==> config.mk <==
export PLATFORM = sky130hd
export DESIGN_NAME = rectangle_fit_occupancy_grid_top
export DESIGN_NICKNAME = d
export VERILOG_FILES = /design/src/rfog_pkg.sv /design/src/rfog_ram.sv /design/src/rfog_fit.sv /design/src/rectangle_fit_occupancy_grid_top.sv
export SDC_FILE = /design/constraint.sdc
export NUM_CORES = 1
export LEC_CHECK = 0
export ABC_AREA = 1
export BUFFER_PORTS_ARGS = -buffer_cell sky130_fd_sc_hd__buf_2
export CORE_UTILIZATION = 42
export CTS_CLUSTER_DIAMETER = 50
export DETAILED_ROUTE_END_ITERATION = 12
export GPL_TIMING_DRIVEN = 0
export SLEW_MARGIN = 40
export SYNTH_ARGS = -nofsm -noshare
export SYNTH_HDL_FRONTEND = slang
export SYNTH_HIERARCHICAL = 1
export SYNTH_SLANG_ARGS = --single-unit
export TNS_END_PERCENT = 20
==> constraint.sdc <==
create_clock -name clk -period 11.1 [get_ports clk]
set_input_delay 1.665 -clock clk [delete_from_list [all_inputs] [get_ports clk]]
set_output_delay 1.665 -clock clk [all_outputs]
set_load 0.05 [all_outputs]
==> src/rfog_pkg.sv <==
// ----------------------------------------------------------------------------
// Rectangle fit occupancy grid package
// Shared constants, action and result codes, sequencer states and the
// request bundle that the sequencer hands to the fit checker.
// ----------------------------------------------------------------------------
`timescale 1ns / 1ps
`default_nettype none

package rfog_pkg;

    // Largest grid side the storage is built for.
    localparam int MAX_SIDE_DEF = 8;

    // Width of the side register and of rectangle extents.
    localparam int SIDE_W = 4;

    // Coordinate width fixed by the beat layout.
    localparam int COORD_W = 3;

    // Label held by a free cell: the '*' character.
    localparam logic [7:0] FREE_LABEL = 8'd42;

    // Reset value of the side register.
    localparam logic [SIDE_W-1:0] SIDE_RESET = 4'd8;

    // Input action codes.
    localparam logic [2:0] ACT_SET   = 3'd0;
    localparam logic [2:0] ACT_CLEAR = 3'd1;
    localparam logic [2:0] ACT_READ  = 3'd2;
    localparam logic [2:0] ACT_FIND  = 3'd3;
    localparam logic [2:0] ACT_FULL  = 3'd4;

    // Result kind codes.
    localparam logic [1:0] KIND_READ  = 2'd0;
    localparam logic [1:0] KIND_FIT   = 2'd1;
    localparam logic [1:0] KIND_NOFIT = 2'd2;
    localparam logic [1:0] KIND_FULL  = 2'd3;

    typedef enum logic [2:0] {
        ST_IDLE,
        ST_EXEC,
        ST_READ,
        ST_SCAN,
        ST_DONE
    } state_t;

    // One candidate position to test against the grid.
    typedef struct packed {
        logic [COORD_W-1:0] cand_x;
        logic [COORD_W-1:0] cand_y;
        logic [SIDE_W-1:0]  len;
        logic [SIDE_W-1:0]  wid;
        logic [SIDE_W-1:0]  side;
    } fit_req_t;

endpackage : rfog_pkg

`default_nettype wire

==> src/rfog_ram.sv <==
// ----------------------------------------------------------------------------
// Generic single-port-write RAM
// One write port and one read port, with the read data registered.
// ----------------------------------------------------------------------------
`timescale 1ns / 1ps
`default_nettype none

module rfog_ram #(
    parameter int WIDTH = 8,
    parameter int DEPTH = 64,
    localparam int AW   = (DEPTH > 1) ? $clog2(DEPTH) : 1
) (
    input  wire logic             clk,
    input  wire logic             we,
    input  wire logic [AW-1:0]    waddr,
    input  wire logic [WIDTH-1:0] wdata,
    input  wire logic             re,
    input  wire logic [AW-1:0]    raddr,
    output logic      [WIDTH-1:0] rdata
);

    logic [WIDTH-1:0] mem_reg [DEPTH];
    logic [WIDTH-1:0] rdata_reg;

    always_ff @(posedge clk)
    begin
        if (we)
        begin
            mem_reg[waddr] <= wdata;
        end
        if (re)
        begin
            rdata_reg <= mem_reg[raddr];
        end
    end

    assign rdata = rdata_reg;

endmodule : rfog_ram

`default_nettype wire

==> src/rfog_fit.sv <==
// ----------------------------------------------------------------------------
// Rectangle fit checker
// Tests one candidate top-left cell combinationally: the cell must be free, the
// rectangle must lie inside the active side and cover only free cells.
// ----------------------------------------------------------------------------
`timescale 1ns / 1ps
`default_nettype none

module rfog_fit #(
    parameter int MAX_SIDE = rfog_pkg::MAX_SIDE_DEF
) (
    input  wire logic [MAX_SIDE*MAX_SIDE-1:0] occ,
    input  wire rfog_pkg::fit_req_t           req,
    output logic                              fit
);

    import rfog_pkg::*;

    localparam int CELLS = MAX_SIDE * MAX_SIDE;
    localparam int CW    = (CELLS > 1) ? $clog2(CELLS) : 1;

    logic [SIDE_W:0] x_end;
    logic [SIDE_W:0] y_end;
    logic            blocked;
    logic [CW-1:0]   own_idx;

    always_comb
    begin
        x_end   = {2'b00, req.cand_x} + {1'b0, req.len};
        y_end   = {2'b00, req.cand_y} + {1'b0, req.wid};
        own_idx = CW'(int'(req.cand_x) * MAX_SIDE + int'(req.cand_y));
        blocked = 1'b0;
        // Every covered cell is checked in parallel; the rows are independent.
        for (int r = 0; r < MAX_SIDE; r++)
        begin
            for (int c = 0; c < MAX_SIDE; c++)
            begin
                if ((5'(r) >= {2'b00, req.cand_x}) && (5'(r) < x_end) &&
                    (5'(c) >= {2'b00, req.cand_y}) && (5'(c) < y_end))
                begin
                    blocked = blocked | occ[r * MAX_SIDE + c];
                end
            end
        end
        fit = !occ[own_idx] && !blocked &&
              (x_end <= {1'b0, req.side}) && (y_end <= {1'b0, req.side});
    end

endmodule : rfog_fit

`default_nettype wire

==> src/rectangle_fit_occupancy_grid_top.sv <==
// ----------------------------------------------------------------------------
// Rectangle fit occupancy grid, top level
// Square grid of occupied bits with an 8-bit label per cell. Sets, clears and
// reads single cells, answers whether the active grid is full, and lists
// every top-left cell where a rectangle fits.
//
//   Channel  Direction  Handshake                    Carries
//   s_axis   in         s_axis_tvalid/s_axis_tready  one action beat
//   m_axis   out        m_axis_tvalid/m_axis_tready  result beats, tlast ends
//   cfg      in         cfg_we (no back-pressure)    active side length
//
// Set, clear and unknown actions are decoded and done with no result beat.
// A read goes through the decode and read states, waiting on the registered
// label memory. A fit search or full query sweeps every active candidate
// cell through the one fit checker, one cell per cycle unless a second fit
// must wait for room in the output register. The block accepts a new beat
// only when the previous one is done.
// Reset leaves all cells free with label '*' and the side set to eight; the
// labels are cleared through per-cell valid bits, so no clearing pass runs.
// ----------------------------------------------------------------------------
`timescale 1ns / 1ps
`default_nettype none

module rectangle_fit_occupancy_grid_top #(
    parameter int MAX_SIDE = rfog_pkg::MAX_SIDE_DEF
) (
    input  wire logic                        clk,
    input  wire logic                        rst_n,
    // Configuration: active side length.
    input  wire logic                        cfg_we,
    input  wire logic [rfog_pkg::SIDE_W-1:0] cfg_wdata,
    // Input stream.
    input  wire logic                        s_axis_tvalid,
    output logic                             s_axis_tready,
    // From bit 0: x[2:0], y[5:3], piece[13:6], rect_length[17:14],
    // rect_width[21:18], rect_placed[22], zero pad[23].
    input  wire logic [23:0]                 s_axis_tdata,
    // action[2:0]
    input  wire logic [2:0]                  s_axis_tuser,
    // Output stream.
    output logic                             m_axis_tvalid,
    input  wire logic                        m_axis_tready,
    // From bit 0: out_x[2:0], out_y[5:3], occupied[6], piece_out[14:7],
    // full_res[15].
    output logic      [15:0]                 m_axis_tdata,
    // kind[1:0]
    output logic      [1:0]                  m_axis_tuser,
    output logic                             m_axis_tlast
);

    import rfog_pkg::*;

    localparam int CELLS = MAX_SIDE * MAX_SIDE;
    localparam int CW    = (CELLS > 1) ? $clog2(CELLS) : 1;

    // Configuration register and the side actually in use.
    logic [SIDE_W-1:0] side_reg;
    logic [SIDE_W-1:0] side_act;

    always_ff @(posedge clk or negedge rst_n)
    begin
        if (!rst_n)
        begin
            side_reg <= SIDE_RESET;
        end
        else if (cfg_we)
        begin
            side_reg <= cfg_wdata;
        end
    end

    assign side_act = (side_reg > SIDE_W'(MAX_SIDE)) ? SIDE_W'(MAX_SIDE) : side_reg;

    // The accepted beat is held for the whole action.
    logic [2:0]         act_reg;
    logic [COORD_W-1:0] x_reg;
    logic [COORD_W-1:0] y_reg;
    logic [7:0]         piece_reg;
    logic [SIDE_W-1:0]  len_reg;
    logic [SIDE_W-1:0]  wid_reg;
    logic               placed_reg;

    always_ff @(posedge clk)
    begin
        if (s_axis_tvalid && s_axis_tready)
        begin
            act_reg    <= s_axis_tuser;
            x_reg      <= s_axis_tdata[2:0];
            y_reg      <= s_axis_tdata[5:3];
            piece_reg  <= s_axis_tdata[13:6];
            len_reg    <= s_axis_tdata[17:14];
            wid_reg    <= s_axis_tdata[21:18];
            placed_reg <= s_axis_tdata[22];
        end
    end

    // Sequencer and grid state.
    state_t             state_reg,    state_next;
    logic [CELLS-1:0]   occ_reg,      occ_next;
    logic [CELLS-1:0]   lbl_vld_reg,  lbl_vld_next;
    logic [COORD_W-1:0] cx_reg,       cx_next;
    logic [COORD_W-1:0] cy_reg,       cy_next;
    logic [COORD_W-1:0] pend_x_reg,   pend_x_next;
    logic [COORD_W-1:0] pend_y_reg,   pend_y_next;
    logic               pend_vld_reg, pend_vld_next;
    logic               any_free_reg, any_free_next;
    logic               rd_ok_reg,    rd_ok_next;
    logic               rd_occ_reg,   rd_occ_next;

    // Output register.
    logic               out_vld_reg,  out_vld_next;
    logic [1:0]         out_kind_reg;
    logic [COORD_W-1:0] out_x_reg;
    logic [COORD_W-1:0] out_y_reg;
    logic               out_occ_reg;
    logic [7:0]         out_piece_reg;
    logic               out_full_reg;
    logic               out_last_reg;

    // Result about to be loaded into the output register.
    logic               emit;
    logic [1:0]         e_kind;
    logic [COORD_W-1:0] e_x;
    logic [COORD_W-1:0] e_y;
    logic               e_occ;
    logic [7:0]         e_piece;
    logic               e_full;
    logic               e_last;

    logic               out_free;
    logic [CW-1:0]      cell_idx;
    logic               in_side;
    logic               in_max;
    logic               is_find;
    logic               step;
    logic               fit;
    fit_req_t           fit_req;

    // Label memory and its ports.
    logic               ram_we;
    logic [7:0]         ram_wdata;
    logic               ram_re;
    logic [7:0]         ram_rdata;

    rfog_ram #(
        .WIDTH (8),
        .DEPTH (CELLS)
    ) u_labels (
        .clk   (clk),
        .we    (ram_we),
        .waddr (cell_idx),
        .wdata (ram_wdata),
        .re    (ram_re),
        .raddr (cell_idx),
        .rdata (ram_rdata)
    );

    // The fit checker serves both the fit search and the full query; for the
    // latter a one-by-one rectangle fits exactly where a cell is free.
    assign is_find = (act_reg == ACT_FIND);

    always_comb
    begin
        fit_req.cand_x = cx_reg;
        fit_req.cand_y = cy_reg;
        fit_req.len    = is_find ? len_reg : SIDE_W'(1);
        fit_req.wid    = is_find ? wid_reg : SIDE_W'(1);
        fit_req.side   = side_act;
    end

    rfog_fit #(
        .MAX_SIDE (MAX_SIDE)
    ) u_fit (
        .occ (occ_reg),
        .req (fit_req),
        .fit (fit)
    );

    assign cell_idx = CW'(int'(x_reg) * MAX_SIDE + int'(y_reg));
    assign in_side  = ({1'b0, x_reg} < side_act) && ({1'b0, y_reg} < side_act);
    assign in_max   = ({1'b0, x_reg} < SIDE_W'(MAX_SIDE)) &&
                      ({1'b0, y_reg} < SIDE_W'(MAX_SIDE));
    assign out_free = !out_vld_reg || m_axis_tready;

    always_ff @(posedge clk or negedge rst_n)
    begin
        if (!rst_n)
        begin
            state_reg    <= ST_IDLE;
            occ_reg      <= '0;
            lbl_vld_reg  <= '0;
            pend_vld_reg <= 1'b0;
            any_free_reg <= 1'b0;
            out_vld_reg  <= 1'b0;
        end
        else
        begin
            state_reg    <= state_next;
            occ_reg      <= occ_next;
            lbl_vld_reg  <= lbl_vld_next;
            pend_vld_reg <= pend_vld_next;
            any_free_reg <= any_free_next;
            out_vld_reg  <= out_vld_next;
        end
    end

    always_ff @(posedge clk)
    begin
        cx_reg     <= cx_next;
        cy_reg     <= cy_next;
        pend_x_reg <= pend_x_next;
        pend_y_reg <= pend_y_next;
        rd_ok_reg  <= rd_ok_next;
        rd_occ_reg <= rd_occ_next;
        if (emit)
        begin
            out_kind_reg  <= e_kind;
            out_x_reg     <= e_x;
            out_y_reg     <= e_y;
            out_occ_reg   <= e_occ;
            out_piece_reg <= e_piece;
            out_full_reg  <= e_full;
            out_last_reg  <= e_last;
        end
    end

    always_comb
    begin
        state_next    = state_reg;
        occ_next      = occ_reg;
        lbl_vld_next  = lbl_vld_reg;
        cx_next       = cx_reg;
        cy_next       = cy_reg;
        pend_x_next   = pend_x_reg;
        pend_y_next   = pend_y_reg;
        pend_vld_next = pend_vld_reg;
        any_free_next = any_free_reg;
        rd_ok_next    = rd_ok_reg;
        rd_occ_next   = rd_occ_reg;
        ram_we        = 1'b0;
        ram_wdata     = FREE_LABEL;
        ram_re        = 1'b0;
        step          = 1'b0;
        emit          = 1'b0;
        e_kind        = KIND_READ;
        e_x           = '0;
        e_y           = '0;
        e_occ         = 1'b0;
        e_piece       = '0;
        e_full        = 1'b0;
        e_last        = 1'b1;
        s_axis_tready = (state_reg == ST_IDLE);

        unique case (state_reg)
            ST_IDLE:
            begin
                if (s_axis_tvalid)
                begin
                    state_next = ST_EXEC;
                end
            end

            ST_EXEC:
            begin
                unique case (act_reg) inside
                    ACT_SET, ACT_CLEAR:
                    begin
                        // Cells outside the active side are left alone.
                        if (in_side)
                        begin
                            occ_next[cell_idx]     = (act_reg == ACT_SET);
                            lbl_vld_next[cell_idx] = 1'b1;
                            ram_we                 = 1'b1;
                            ram_wdata = (act_reg == ACT_SET) ? piece_reg : FREE_LABEL;
                        end
                        state_next = ST_IDLE;
                    end

                    ACT_READ:
                    begin
                        ram_re      = in_max;
                        rd_ok_next  = in_max && lbl_vld_reg[cell_idx];
                        rd_occ_next = in_max && occ_reg[cell_idx];
                        state_next  = ST_READ;
                    end

                    ACT_FIND, ACT_FULL:
                    begin
                        cx_next       = '0;
                        cy_next       = '0;
                        pend_vld_next = 1'b0;
                        any_free_next = 1'b0;
                        // A placed rectangle or a side of zero has nothing to sweep.
                        if ((is_find && placed_reg) || (side_act == '0))
                        begin
                            state_next = ST_DONE;
                        end
                        else
                        begin
                            state_next = ST_SCAN;
                        end
                    end

                    default:
                    begin
                        state_next = ST_IDLE;
                    end
                endcase
            end

            ST_READ:
            begin
                if (out_free)
                begin
                    emit       = 1'b1;
                    e_kind     = KIND_READ;
                    e_x        = x_reg;
                    e_y        = y_reg;
                    e_occ      = rd_occ_reg;
                    e_piece    = rd_ok_reg ? ram_rdata : FREE_LABEL;
                    state_next = ST_IDLE;
                end
            end

            ST_SCAN:
            begin
                // A fit found while one is already pending pushes the pending
                // one out, so that needs room in the output register.
                step = !(is_find && fit && pend_vld_reg) || out_free;
                if (step)
                begin
                    if (is_find && fit)
                    begin
                        if (pend_vld_reg)
                        begin
                            emit   = 1'b1;
                            e_kind = KIND_FIT;
                            e_x    = pend_x_reg;
                            e_y    = pend_y_reg;
                            e_last = 1'b0;
                        end
                        pend_x_next   = cx_reg;
                        pend_y_next   = cy_reg;
                        pend_vld_next = 1'b1;
                    end
                    if (!is_find && fit)
                    begin
                        any_free_next = 1'b1;
                    end
                    if (({1'b0, cy_reg} + SIDE_W'(1)) == side_act)
                    begin
                        cy_next = '0;
                        if (({1'b0, cx_reg} + SIDE_W'(1)) == side_act)
                        begin
                            state_next = ST_DONE;
                        end
                        else
                        begin
                            cx_next = cx_reg + COORD_W'(1);
                        end
                    end
                    else
                    begin
                        cy_next = cy_reg + COORD_W'(1);
                    end
                end
            end

            ST_DONE:
            begin
                if (out_free)
                begin
                    emit       = 1'b1;
                    state_next = ST_IDLE;
                    if (!is_find)
                    begin
                        e_kind = KIND_FULL;
                        e_full = !any_free_reg;
                    end
                    else if (pend_vld_reg)
                    begin
                        e_kind = KIND_FIT;
                        e_x    = pend_x_reg;
                        e_y    = pend_y_reg;
                    end
                    else
                    begin
                        e_kind = KIND_NOFIT;
                    end
                end
            end

            default:
            begin
                state_next = ST_IDLE;
            end
        endcase
    end

    always_comb
    begin
        if (emit)
        begin
            out_vld_next = 1'b1;
        end
        else if (m_axis_tready)
        begin
            out_vld_next = 1'b0;
        end
        else
        begin
            out_vld_next = out_vld_reg;
        end
    end

    assign m_axis_tvalid = out_vld_reg;
    assign m_axis_tuser  = out_kind_reg;
    assign m_axis_tlast  = out_last_reg;
    assign m_axis_tdata  = {out_full_reg, out_piece_reg, out_occ_reg, out_y_reg, out_x_reg};

    // Only a fit position may be followed by further beats of the same item.
    a_single_ends: assert property (@(posedge clk) disable iff (!rst_n)
        (m_axis_tvalid && (m_axis_tuser == KIND_READ || m_axis_tuser == KIND_NOFIT ||
                           m_axis_tuser == KIND_FULL)) |-> m_axis_tlast)
        else $error("single-result beat without tlast");

    // An accepted beat is always decoded in the following cycle.
    a_accept_exec: assert property (@(posedge clk) disable iff (!rst_n)
        (s_axis_tvalid && s_axis_tready) |=> (state_reg == ST_EXEC))
        else $error("accepted beat not decoded");

    // The sweep never leaves the active side.
    a_scan_range: assert property (@(posedge clk) disable iff (!rst_n)
        (state_reg == ST_SCAN) |->
            (({1'b0, cx_reg} < side_act) && ({1'b0, cy_reg} < side_act)))
        else $error("candidate outside the active side");

    // A fit beat that does not end the list always leaves another fit pending.
    a_fit_pending: assert property (@(posedge clk) disable iff (!rst_n)
        (m_axis_tvalid && (m_axis_tuser == KIND_FIT) && !m_axis_tlast) |-> pend_vld_reg)
        else $error("open fit list with nothing pending");

endmodule : rectangle_fit_occupancy_grid_top

`default_nettype wire
Word level (Yosys, flattened, before mapping). Memories as Yosys holds them, arrays and structs flattened. A register that Yosys moved wholly into a read port is not among the register bits. Cells that the tools add are included.

Flip-flop bits (word level): 197. Memories: 1. Input port bits: 36. Output and inout bits: 21. Word-level logic and storage cells: 465. Bits in writable memories: 512.

Muxes and demuxes: 140. Add/subtract/negate cells: 8. Reduce and logical (&&, ||, !) cells: 165. Eq/ne operators: 19. Bitwise operators: 66. $lt $le $gt $ge: 38.

Memory list: u_labels.mem_reg (depth 64, bits a word 8, rd ports 1, clocked after memory_dff 1, write ports 1, RTL line rfog_ram.sv:22) `logic [WIDTH-1:0] mem_reg [DEPTH];`.

Operators by type and width (number): logical AND 1 bit (137); 2-to-1 mux 1 bit (90); 2-to-1 mux 3 bit (24); bitwise mux 64 bit (1); OR 64 bit (1); OR 1 bit (63); < comparator 3 x 5 -> 1 bit (first input constant) (8); 2-to-1 mux 8 bit (4); < comparator 1 x 5 -> 1 bit (first input constant) (4); < comparator 2 x 5 -> 1 bit (first input constant) (4); binary-select mux 1 bit (select 6 bit) (3); >= comparator 3 bit (first input constant) (6); one-hot mux 3 bit (2 select lines) (3); one-hot mux 3 bit (3 select lines) (2); != test 2 bit (second input constant) (8); < comparator 6 x 7 -> 1 bit (second input constant) (2); adder 6 x 3 -> 6 bit (2); equality test 3 x 2 -> 1 bit (second input constant) (4); >= comparator 1 x 3 -> 1 bit (first input constant) (4); >= comparator 2 x 3 -> 1 bit (first input constant) (4); 2-to-1 mux 4 bit (3); one-hot mux 3 bit (4 select lines) (1); AND reduction 3 bit (4); adder 3 x 4 -> 5 bit (2); other kinds (26) (52).

Depth between registers and ports, before layout. Gate-level depths: netlist of the first run.

Word-level depth: 145. Mapped depth: 34. Gate-level depth less buffers: 33.

By module. The synthesis of the first run kept the hierarchy.

By module, submodules not included: rfog_ram (instances 1, area an instance 21371.7 um2, cells each 1822, sequential area each 15615.0 um2); rectangle_fit_occupancy_grid_top (instances 1, area an instance 9596.7 um2, cells each 1177, sequential area each 5226.3 um2); rfog_fit (instances 1, area an instance 2207.1 um2, cells each 469, sequential area each 0.0 um2).

Worst setup path after synthesis of the first run. No wires, ideal clock.

Path kind: reg-to-reg. Start point: register act_reg[2]. End point: register out_last_reg, in the netlist m_axis_tlast (enable). Buffers on the path: 1. Period minus slack after synthesis: 4.410 ns. Path slack: 6.690 ns. Data arrival time: 4.034 ns. Setup time: 0.376 ns. Stages on the path, launching flop included: 29. Required time: 10.724 ns. Path through: edfxtp_1 -> inv_1 -> nand3_1 -> clkbuf_1 -> or2_2 -> ha_1 -> fa_1 -> nand2_1 -> inv_2 -> nor2_2 -> ha_1 -> nand2_1 -> o21bai_1 -> a21oi_1 -> nor2_1 -> nand2_1 -> nor2_1 -> nand2_1 -> nor2_1 -> nand2_1 -> nor2_1 -> nand3_1 -> nor2_1 -> inv_1 -> nor2_1 -> o211ai_1 -> nor2_1 -> nor2_1 -> nand2_1.

RTL lines: start, declared (RTL line rectangle_fit_occupancy_grid_top.sv:75) `logic [2:0] act_reg;`; start signal, assigned (RTL line rectangle_fit_occupancy_grid_top.sv:87) `act_reg <= s_axis_tuser;`; end signal, assigned (RTL line rectangle_fit_occupancy_grid_top.sv:223) `out_last_reg <= e_last;`; end, declared (RTL line rectangle_fit_occupancy_grid_top.sv:118) `logic out_last_reg;`.

==> results_dict.tcl, run 1 <==
set metrics [dict create \
    slew_headroom_pct 38.27 \
    row_count 102 \
    wire_per_inst_um 22.87 \
    fin_crit_ns 5.533 \
    synth_edf_count 579 \
    dp_slack_ns 5.354 \
    critPathLaunchType "register" \
    cp_common_cell "nor2_1" \
    cap_violations 0 \
    ir_drop_mv 0.1270 \
    critPathArrivalTime_ns 5.80 \
    setup_tns_ns 0 \
    synth_seq_cells 717 \
    via_count 26319 \
    yosysTopAreaCellShare_pct 52.41 \
    area_growth_pct 15.75 \
    cts_buffers 86 \
    ys_async_sr_fraction_pct 19.25 \
    worst_slew_pin_slew_ns 0.9259 \
    post_cts.repair.setup_buffers 0 \
    synth_ff_type "edfxtp_1" \
    drc 0 \
    hpwl_um 76440 \
    cts_tree "built" \
    drt-total-wl_um 108600 \
    path_buf_inv 5 \
    dr.pass1.iters 6 \
    worstPathRequired_ns 11.37 \
    leakage_nw 15.86 \
    crit_slowest_cell "fa_1" \
    yosys-top-cells-count "nand2_1 (1,162), nand3_1 (612), edfxtp_1 (579), nor2_1 (256), inv_1 (251)" \
    yosysUniqueCellTypes 43 \
    ant_nets 0 \
    start_util_pct 42.61 \
    grt_remaining_overflow 0 \
    synth.avg_cell_area_um2 9.566 \
    clk_path_buf_depth 3 \
    num-nets-final 3698 \
    max_freq_mhz 180.7 \
    synth.most_common_cell "nand2_1" \
    drt_iter0_drc 2718 \
    track_usage_pct 26.90 \
    syn_area_mm2 0.03318 \
    port_buffers 55 \
    rsz0062_at_grt "false" \
    grt-busiest-layer "met2" \
    post_cts_resized 0 \
    largest_register_ffs 512 \
    cts_root_buffer "clkbuf_16" \
    path_class "reg2reg" \
    cpPeakStageDelay_ns 0.49 \
    cts_num_sinks 717 \
    grtUsageMet2_pct 43.41 \
    postSynthNetCount 3526 \
    grt_use_met1_pct 36.63 \
    cp-end-kind "register" \
    crit_fanout 19 \
    gp_congestion 0.9603 \
    grt_pass1_vias 24923 \
    die_x_um 283.1 \
    grt_pass1_wl_um 160300 \
    fin_crit_sh_pct 49.84 \
    yosysWarnings 6 \
    path_delay_family "simple AND/OR/NAND/NOR gates" \
    use_met3_pct 3.663 \
    hold_viol 0 \
    yosys-top-cells-area "edfxtp_1 (52%), nand2_1 (13%), dfrtp_1 (10%)" \
    via_per_inst 5.540 \
    antenna_found_initial 0 \
    hold_path.class "reg2reg" \
    status "finished clean" \
    grt_max_degree 67 \
    fin_ws_ns 5.567 \
    fp.coreArea_mm2 0.07785 \
    dieHeight_um 283.1 \
    drive_gt1_share_pct 11.79 \
    clock_skew_ns 0.04676 \
    clk_pin_slew_ns 0.06 \
    seq_area_frac_synth_pct 62.82 \
    powerDensity_mw_per_mm2 214.5 \
    cts-hold-fix-buffers 0 \
    pin_count 57 \
    clk_latency_ns 0.67 \
    die_area_mm2 0.08012 \
    ctsHtreeMaxLevel 3 \
    syn_inst 3468 \
    yosysTopAreaCell "edfxtp_1" \
    setup-violations-final 0 \
    timing.final.max_slew_violations 0 \
]
==> worst reg2reg max path: cells and delay by family (launching register included) <==
family	cells	cell delay, ns
buffers and inverters	5	0.65
adders and majority gates	2	0.80
DFF	1	0.44
AOI/OAI and AO/OA	2	0.27
and+or+nand+nor	19	2.61
xor gates and xnor gates	1	0.36
==> path summary, 6_finish.rpt <==
check | slack [ns] | depth (start not counted) | to | from
max | 5.57 | 29 | out_y_reg[1]$_SDFFCE_PN0P_ | act_reg[2]$_DFFE_PP_
min | 0.45 | 2 | lbl_vld_reg[40]$_DFFE_PN0P_ | lbl_vld_reg[40]$_DFFE_PN0P_
max reg2reg | 5.57 | 29 | out_y_reg[1]$_SDFFCE_PN0P_ | act_reg[2]$_DFFE_PP_
min reg2reg | 0.45 | 2 | lbl_vld_reg[40]$_DFFE_PN0P_ | lbl_vld_reg[40]$_DFFE_PN0P_
max in group asynchronous | 9.32 | 3 | lbl_vld_reg[62]$_DFFE_PN0P_ | rst_n
min in group asynchronous | 0.82 | 1 | m_axis_tvalid$_DFFE_PN0P_ | rst_n
==> cell families after synthesis <==
family                   after synthesis  share of synthesized area [%]
AO/OA/AOI/OAI                        126                          2.240
XOR/XNOR                               2                        0.05281
adder cells (fa/ha/maj)               22                         0.8750
buffers and inverters                438                          6.163
flip-flops                           717                          62.82
multiplexers                           1                        0.03394
AND/OR/NAND/NOR                     2162                          27.81
==> layer usage <==
layer,wire length [µm],part of all wire (%)
met5,0,0
met4,4484,4.1
met3,9136,8.4
met2,50450,46
met1,44560,41
==> where the power goes <==
| group | internal, mW | switching, mW |
|---|---|---|
| registers | 3.05 | 0.105 |
| clock network | 1.72 | 1.15 |
| logic | 0.566 | 1.65 |
==> per-stage QoR <==
step	power (mW)	cell area, µm²	hold slack [ns]	instances	util, %
finish	8.238	38400	0.4477	4751	49.33
floorplan	4.525	33180	0.4224	3468	-
CTS	8.225	38360	0.4525	4748	49.28
global route	8.545	38390	0.4634	4748	49.32
global placement	5.309	34750	0.4331	4563	44.64
detailed placement	5.357	35440	0.4394	4592	45.52
==> layout make-up <==
| class | instances | area, µm² |
|---|---|---|
| plain buffers | 182 | 1087 |
| multi-input cells | 2313 | 10470 |
| inverters | 256 | 963.4 |
| repair buffers | 84 | 799.5 |
| flip-flops and latches | 717 | 20840 |
| fillers | 7158 | 39450 |
| clock inverters | 50 | 638.1 |
| diodes | 3 | 7.507 |
| clock buffers | 106 | 2290 |
| well taps | 1040 | 1301 |
==> cells in the final DEF, fill, tap and decap left out, types with 27 or more instances in the layout <==
cell type	n
a21oi_1	34
buf_2	146
clkbuf_1	42
clkbuf_16	88
dfrtp_1	137
edfxtp_1	579
inv_1	251
nand2_1	1161
nand3_1	612
nand4_1	79
nor2_1	209
nor2_2	45
o21ai_0	27
o22ai_1	48
No activity file was read; power rests on OpenSTA's default activity.
==> run 2, diff against run 1 <==
--- a/config.mk
+++ b/config.mk
@@ -5,7 +5,7 @@
 export SDC_FILE = /design/constraint.sdc
 export NUM_CORES = 1
 export LEC_CHECK = 0
-export ABC_AREA = 1
+export ABC_AREA = 0
 export BUFFER_PORTS_ARGS = -buffer_cell sky130_fd_sc_hd__buf_2
 export CORE_UTILIZATION = 42
 export CTS_CLUSTER_DIAMETER = 50
==> constraint.sdc (replaced) <==
create_clock -name clk -period 5.1 [get_ports clk]
set_input_delay 0.765 -clock clk [delete_from_list [all_inputs] [get_ports clk]]
set_output_delay 0.765 -clock clk [all_outputs]
set_load 0.05 [all_outputs]
==> results_dict.tcl, run 2 <==
set metrics [dict create \
    status "finished with violations" \
    violations "negative setup slack" \
    cts_num_sinks 717 \
    setup_tns_ns -0.4124 \
    leakage_nw 12.89 \
    grt_max_degree 79 \
    via_count 19616 \
    pin_count 57 \
    hold_viol 0 \
    slew_headroom_pct 39.46 \
    fin_crit_ns 5.161 \
    die_area_mm2 0.07617 \
    gp_congestion 0.9658 \
    ys_async_sr_fraction_pct 19.25 \
    hold_path.class "in2async" \
    worst_slew_pin_slew_ns 0.9081 \
    area_growth_pct 16.45 \
    synth_ff_type "edfxtp_1" \
    cts_root_buffer "clkbuf_16" \
    drt-total-wl_um 94710 \
    track_usage_pct 25.18 \
    ant_nets 0 \
    num-nets-final 2225 \
    rrSetupSlack_ns -0.06 \
    synth.most_common_cell "edfxtp_1" \
    largest_register_ffs 512 \
    clock_skew_ns 0.03461 \
    yosys-top-cells-area "edfxtp_1 (55%), dfrtp_1 (11%), mux4_2 (11%)" \
    drive_gt1_share_pct 27.45 \
    postSynthNetCount 2027 \
    num_antenna_cells 0 \
    cts-hold-fix-buffers 0 \
    wire_per_inst_um 29.54 \
    fin_ws_ns -0.06097 \
    die_x_um 276.0 \
    final_cell_mix "edfxtp_1 (579), mux4_2 (151), dfrtp_1 (137)" \
    synth.avg_cell_area_um2 16.01 \
    crit_fanout 16 \
    cts_tree "built" \
    grt_pass1_wl_um 136200 \
    cpPeakStageDelay_ns 0.78 \
    critPathArrivalTime_ns 5.40 \
    crit_slowest_cell "nor2_1" \
    clk_path_buf_depth 3 \
    yosys-top-cells-count "edfxtp_1 (579), mux4_2 (151), dfrtp_1 (137), nor2_1 (133), nand2_1 (89)" \
    antenna_found_initial 4 \
    via_per_inst 6.119 \
    cts_buffers 85 \
    max_freq_mhz 193.8 \
    worstPathRequired_ns 5.34 \
    dr.pass1.iters 5 \
    syn_area_mm2 0.03153 \
    clk_pin_slew_ns 0.05 \
    syn_inst 1969 \
    ctsHtreeMaxLevel 3 \
    powerDensity_mw_per_mm2 433.3 \
    start_util_pct 42.42 \
    hpwl_um 68130 \
    fp.coreArea_mm2 0.07432 \
    rsz0062_at_grt "true" \
    yosysWarnings 6 \
    drt_iter0_drc 2249 \
    timing.final.max_slew_violations 0 \
    port_buffers 55 \
    grt_pass1_vias 19465 \
    layout_commonest_cell "edfxtp_1" \
    setup-violations-final 8 \
    fin_crit_sh_pct 101.2 \
    cp-end-kind "register" \
    cap_violations 0 \
    path_class "reg2reg" \
    yosysUniqueCellTypes 91 \
    ir_drop_mv 0.2494 \
    clk_latency_ns 0.64 \
    path_cells "clkinv_1, nand2_1, ha_1, a21oi_2, o221ai_4, nand2_2, nand2_4, inv_2, buf_6, inv_1, or2_2, clkbuf_1, nor2_1" \
    grt_remaining_overflow 0 \
    synth_seq_cells 717 \
    critPathLaunchType "register" \
    row_count 100 \
    seq_area_frac_synth_pct 66.10 \
    synth_edf_count 579 \
    dieHeight_um 276.0 \
    yosysTopAreaCell "edfxtp_1" \
    drc 0 \
    yosysTopAreaCellShare_pct 55.15 \
    dp_slack_ns -1.388 \
]
[run 2: cell types whose count changed in the layout (fill, tap and decap cells not counted), sizes merged, moves of 35 or more]
cell / before / now
nand4: 80 / 34
mux2: 1 / 73
nand2b: 0 / 45
buf: 235 / 175
mux4: 0 / 152
nand2: 1168 / 91
mux2i: 0 / 35
nand3: 619 / 36
nor2: 260 / 133
inv: 262 / 40
[run 2: area by class of cell]
| type | count | area [µm²] |
|---|---|---|
| multi-input combinational | 1104 | 10250 |
| timing repair buffer | 113 | 780.7 |
| clock buffer | 99 | 2283 |
| inverter | 31 | 116.4 |
| tap | 969 | 1212 |
| fill | 6257 | 37610 |
| clock inverter | 58 | 609.3 |
| sequential | 717 | 20840 |
| buffer | 115 | 618.1 |
[run 2: where the power goes]
part / switching, mW / leakage [nW] / internal, mW
Combinational: 2.08 / 4.45 / 0.974
Sequential: 0.179 / 7.02 / 6.55
Clock: 2.50 / 1.42 / 3.62
[run 2: cell families (layout without fill, tap and decap cells)]
family                   Yosys count  after routing  share of synthesized area [%]
flip-flops                       717            717                          66.10
AND/OR/NAND/NOR                  517            517                          8.810
AO/OA/AOI/OAI                    298            298                          7.048
multiplexers                     260            260                          14.59
buffers and inverters            148            416                          2.310
adder cells (fa/ha/maj)           22             22                         0.9207
XOR/XNOR                           7              7                         0.2183
[run 2: repair_timing]
item,in CTS,in global routing
hold endpoints to repair,0,0
setup buffers,10,0
gates resized for setup,9,15
pin swaps,6,6
endpoints found under the setup margin,45,65
[run 2: worst max-delay path: cells and delay by family, from the launching register on]
kind / cells / cell delay (ns)
DFF: 1 / 0.56
AOI/OAI and AO/OA: 2 / 0.49
buffers and inverters: 5 / 1.36
and+or+nand+nor: 5 / 2.06
adders and majority gates: 1 / 0.29
[run 2: path summary, 6_finish.rpt]
kind,startpoint,end,cells after the start
worst max-delay path,side_reg[3]$_DFFE_PN1P_,u_labels/mem_reg[3][5]$_DFFE_PP_,13
worst min-delay path,rst_n,state_reg[1]$_DFFE_PN0P_,1
worst max register to register,side_reg[3]$_DFFE_PN1P_,u_labels/mem_reg[3][5]$_DFFE_PP_,13
worst min register to register,lbl_vld_reg[48]$_DFFE_PN0P_,lbl_vld_reg[48]$_DFFE_PN0P_,1
max in group asynchronous,rst_n,occ_reg[27]$_DFFE_PN0P_,2
min in group clk,s_axis_tdata[15],len_reg[1]$_DFFE_PP_,1
[run 2: through the flow]
step / instance area [µm²] / utilization (%) / hold slack [ns] / power (mW) / std cells
CTS: 36600 / 49.24 / 0.07358 / 15.95 / 3206
global placement: 33020 / 44.42 / 0.4442 / 9.655 / 2993
floorplan: 31530 / - / 0.4268 / 8.624 / 1969
global route: 36710 / 49.40 / 0.09512 / 16.42 / 3206
detailed placement: 33600 / 45.21 / 0.4485 / 9.743 / 3041
finish: 36710 / 49.40 / 0.06587 / 15.91 / 3206
[run 2: routing by layer]
layer / routed length, µm / vias to the layer above / track usage (%)
li1: - / 8263 / -
met1: 40260 / 10193 / 35.87
met2: 41970 / 977 / 37.37
met3: 9405 / 181 / 6.642
met4: 3052 / 2 / 8.704
met5: 13 / - / 0
==> run 3, diff against run 2 <==
--- a/config.mk
+++ b/config.mk
@@ -11,6 +11,7 @@
 export CTS_CLUSTER_DIAMETER = 50
 export DETAILED_ROUTE_END_ITERATION = 12
 export GPL_TIMING_DRIVEN = 0
+export SETUP_SLACK_MARGIN = 0.3
 export SLEW_MARGIN = 40
 export SYNTH_ARGS = -nofsm -noshare
 export SYNTH_HDL_FRONTEND = slang
==> results_dict.tcl, run 3 (synthesis gave the netlist of run 2 again) <==
set metrics [dict create \
    final_cell_mix "edfxtp_1 (579), mux4_2 (151), dfrtp_1 (137)" \
    clk_pin_slew_ns 0.05 \
    row_count 100 \
    slew_headroom_pct 33.45 \
    fin_area_mm2 0.03730 \
    setup-violations-final 0 \
    area_growth_pct 18.31 \
    hold_path.class "in2async" \
    timing.final.max_slew_violations 0 \
    ir_drop_mv 0.2505 \
    fin_crit_ns 4.795 \
    via_count 19685 \
    powerDensity_mw_per_mm2 435.1 \
    worst_slew_pin_slew_ns 0.9983 \
    cap_violations 0 \
    drt-total-wl_um 95620 \
    layout_commonest_cell "edfxtp_1" \
    rsz0062_at_grt "true" \
    start_util_pct 42.42 \
    drt_iter0_drc 2302 \
    die_area_mm2 0.07617 \
    fillers 6205 \
    num-nets-final 2256 \
    grt_pass1_wl_um 137500 \
    largest_register_ffs 512 \
    wire_per_inst_um 29.52 \
    pin_count 57 \
    status "finished clean" \
    die_x_um 276.0 \
    clk_path_buf_depth 3 \
    max_freq_mhz 208.6 \
    track_usage_pct 25.38 \
    dieHeight_um 276.0 \
    cp-end-kind "register" \
    hold_viol 0 \
    cts_num_sinks 717 \
    critPathArrivalTime_ns 5.13 \
    clk_latency_ns 0.64 \
    antenna_found_initial 4 \
    port_buffers 55 \
    path_class "reg2reg" \
    cts_tree "built" \
    grt_remaining_overflow 0 \
    timing.rr.start "act_reg[1]$_DFFE_PP_" \
    critPathLaunchType "register" \
    cts_buffers 85 \
    gp_congestion 0.9658 \
    r2r_cells 22 \
    fp.coreArea_mm2 0.07432 \
    rrSetupSlack_ns 0.31 \
    drive_gt1_share_pct 30.07 \
    dp_slack_ns -1.388 \
    cts_root_buffer "clkbuf_16" \
    grt_max_degree 79 \
    ctsHtreeMaxLevel 3 \
    drc 0 \
    hpwl_um 68130 \
    fin_ws_ns 0.3053 \
    worstPathRequired_ns 5.43 \
    p_total_mw 16.23 \
    clock_skew_ns 0.03364 \
    crit_fanout 7 \
    seqCellArea_mm2 0.02084 \
    leakage_nw 13.10 \
    fin_crit_sh_pct 94.01 \
    ant_nets 0 \
    cp-startpoint "act_reg[1]$_DFFE_PP_" \
    multi_input_area_mm2 0.01050 \
    via_per_inst 6.077 \
    postPlaceCellArea_mm2 0.03360 \
    cts-hold-fix-buffers 0 \
    dr.pass1.iters 6 \
    grt_pass1_vias 19707 \
]
-- run 3: changes by cell type in the layout (fill, tap and decap cells not counted), moves of 3 or more --
| cell | change |
|---|---|
| nor2_1 | -11 |
| ha_1 | -4 |
| buf_6 | +4 |
| nor2_4 | +7 |
| and2_4 | +3 |
| o21ai_0 | -3 |
| nor2_2 | +4 |
| buf_4 | +23 |
| clkbuf_8 | +3 |
| a21oi_1 | -3 |
| ha_4 | +4 |
-- run 3: layout make-up --
class	instances	area share, %
flip-flops and latches	717	55.87
multi-input cells	1104	28.15
clock buffers	99	6.121
well taps	969	3.250
repair buffers	142	2.828
plain buffers	117	1.808
clock inverters	58	1.634
inverters	31	0.3220
diodes	2	0.01342
-- run 3: repair_timing --
action                     4_1_cts  5_1_grt
setup endpoints to repair      166      293
pin swaps                       25       13
resized for setup               54       41
cloned                           1        0
buffers inserted                32        6
-- run 3: power by group --
part	switching, mW	total [mW]	leakage (nW)	internal [mW]
combinational	2.19	3.37	4.67	1.18
clock	2.51	6.13	1.42	3.62
sequential	0.181	6.73	7.02	6.55
-- run 3: layer usage --
metal | global-route usage [%] | routed length, µm | vias up
met3 | 6.720 | 9464 | 186
li1 | - | - | 8332
met5 | 0 | 27 | -
met2 | 37.78 | 42460 | 973
met1 | 36.04 | 40570 | 10190
met4 | 8.820 | 3104 | 4
-- run 3: worst max-delay path, stage by stage (launching register included) --
cell and delay [ns]:
edfxtp_1 0.39, clkbuf_8 0.16, and3b_1 0.17, clkbuf_8 0.15
clkbuf_16 0.15, and2_4 0.18, fa_2 0.39, buf_4 0.19
and2b_2 0.24, a311oi_4 0.13, buf_4 0.19, o21a_4 0.24
a22o_1 0.19, a211o_1 0.24, a211o_1 0.33, nor4_4 0.22
buf_4 0.19, nand3_4 0.08, a21oi_4 0.20, nor2_4 0.06
nor2_4 0.18, buf_6 0.13, buf_12 0.11
-- run 3: worst paths after layout --
path	to
worst min register to register	lbl_vld_reg[48]$_DFFE_PN0P_
worst min-delay path	state_reg[1]$_DFFE_PN0P_
max in group asynchronous	occ_reg[27]$_DFFE_PN0P_
worst max-delay path	out_x_reg[0]$_SDFFCE_PN0P_
worst max register to register	out_x_reg[0]$_SDFFCE_PN0P_
min in group clk	len_reg[1]$_DFFE_PP_
-- run 3: per-stage QoR --
step | std cells | hold WS, ns | TNS [ns] | util (%)
2_1_floorplan | 1969 | 0.4268 | -104.63 | -
3_3_place_gp | 2993 | 0.4442 | -1489.45 | 44.42
3_5_place_dp | 3041 | 0.4485 | -53.00 | 45.21
4_1_cts | 3231 | 0.07358 | 0 | 49.81
5_1_grt | 3237 | 0.09512 | 0 | 50.18
6_report | 3239 | 0.05872 | 0 | 50.19
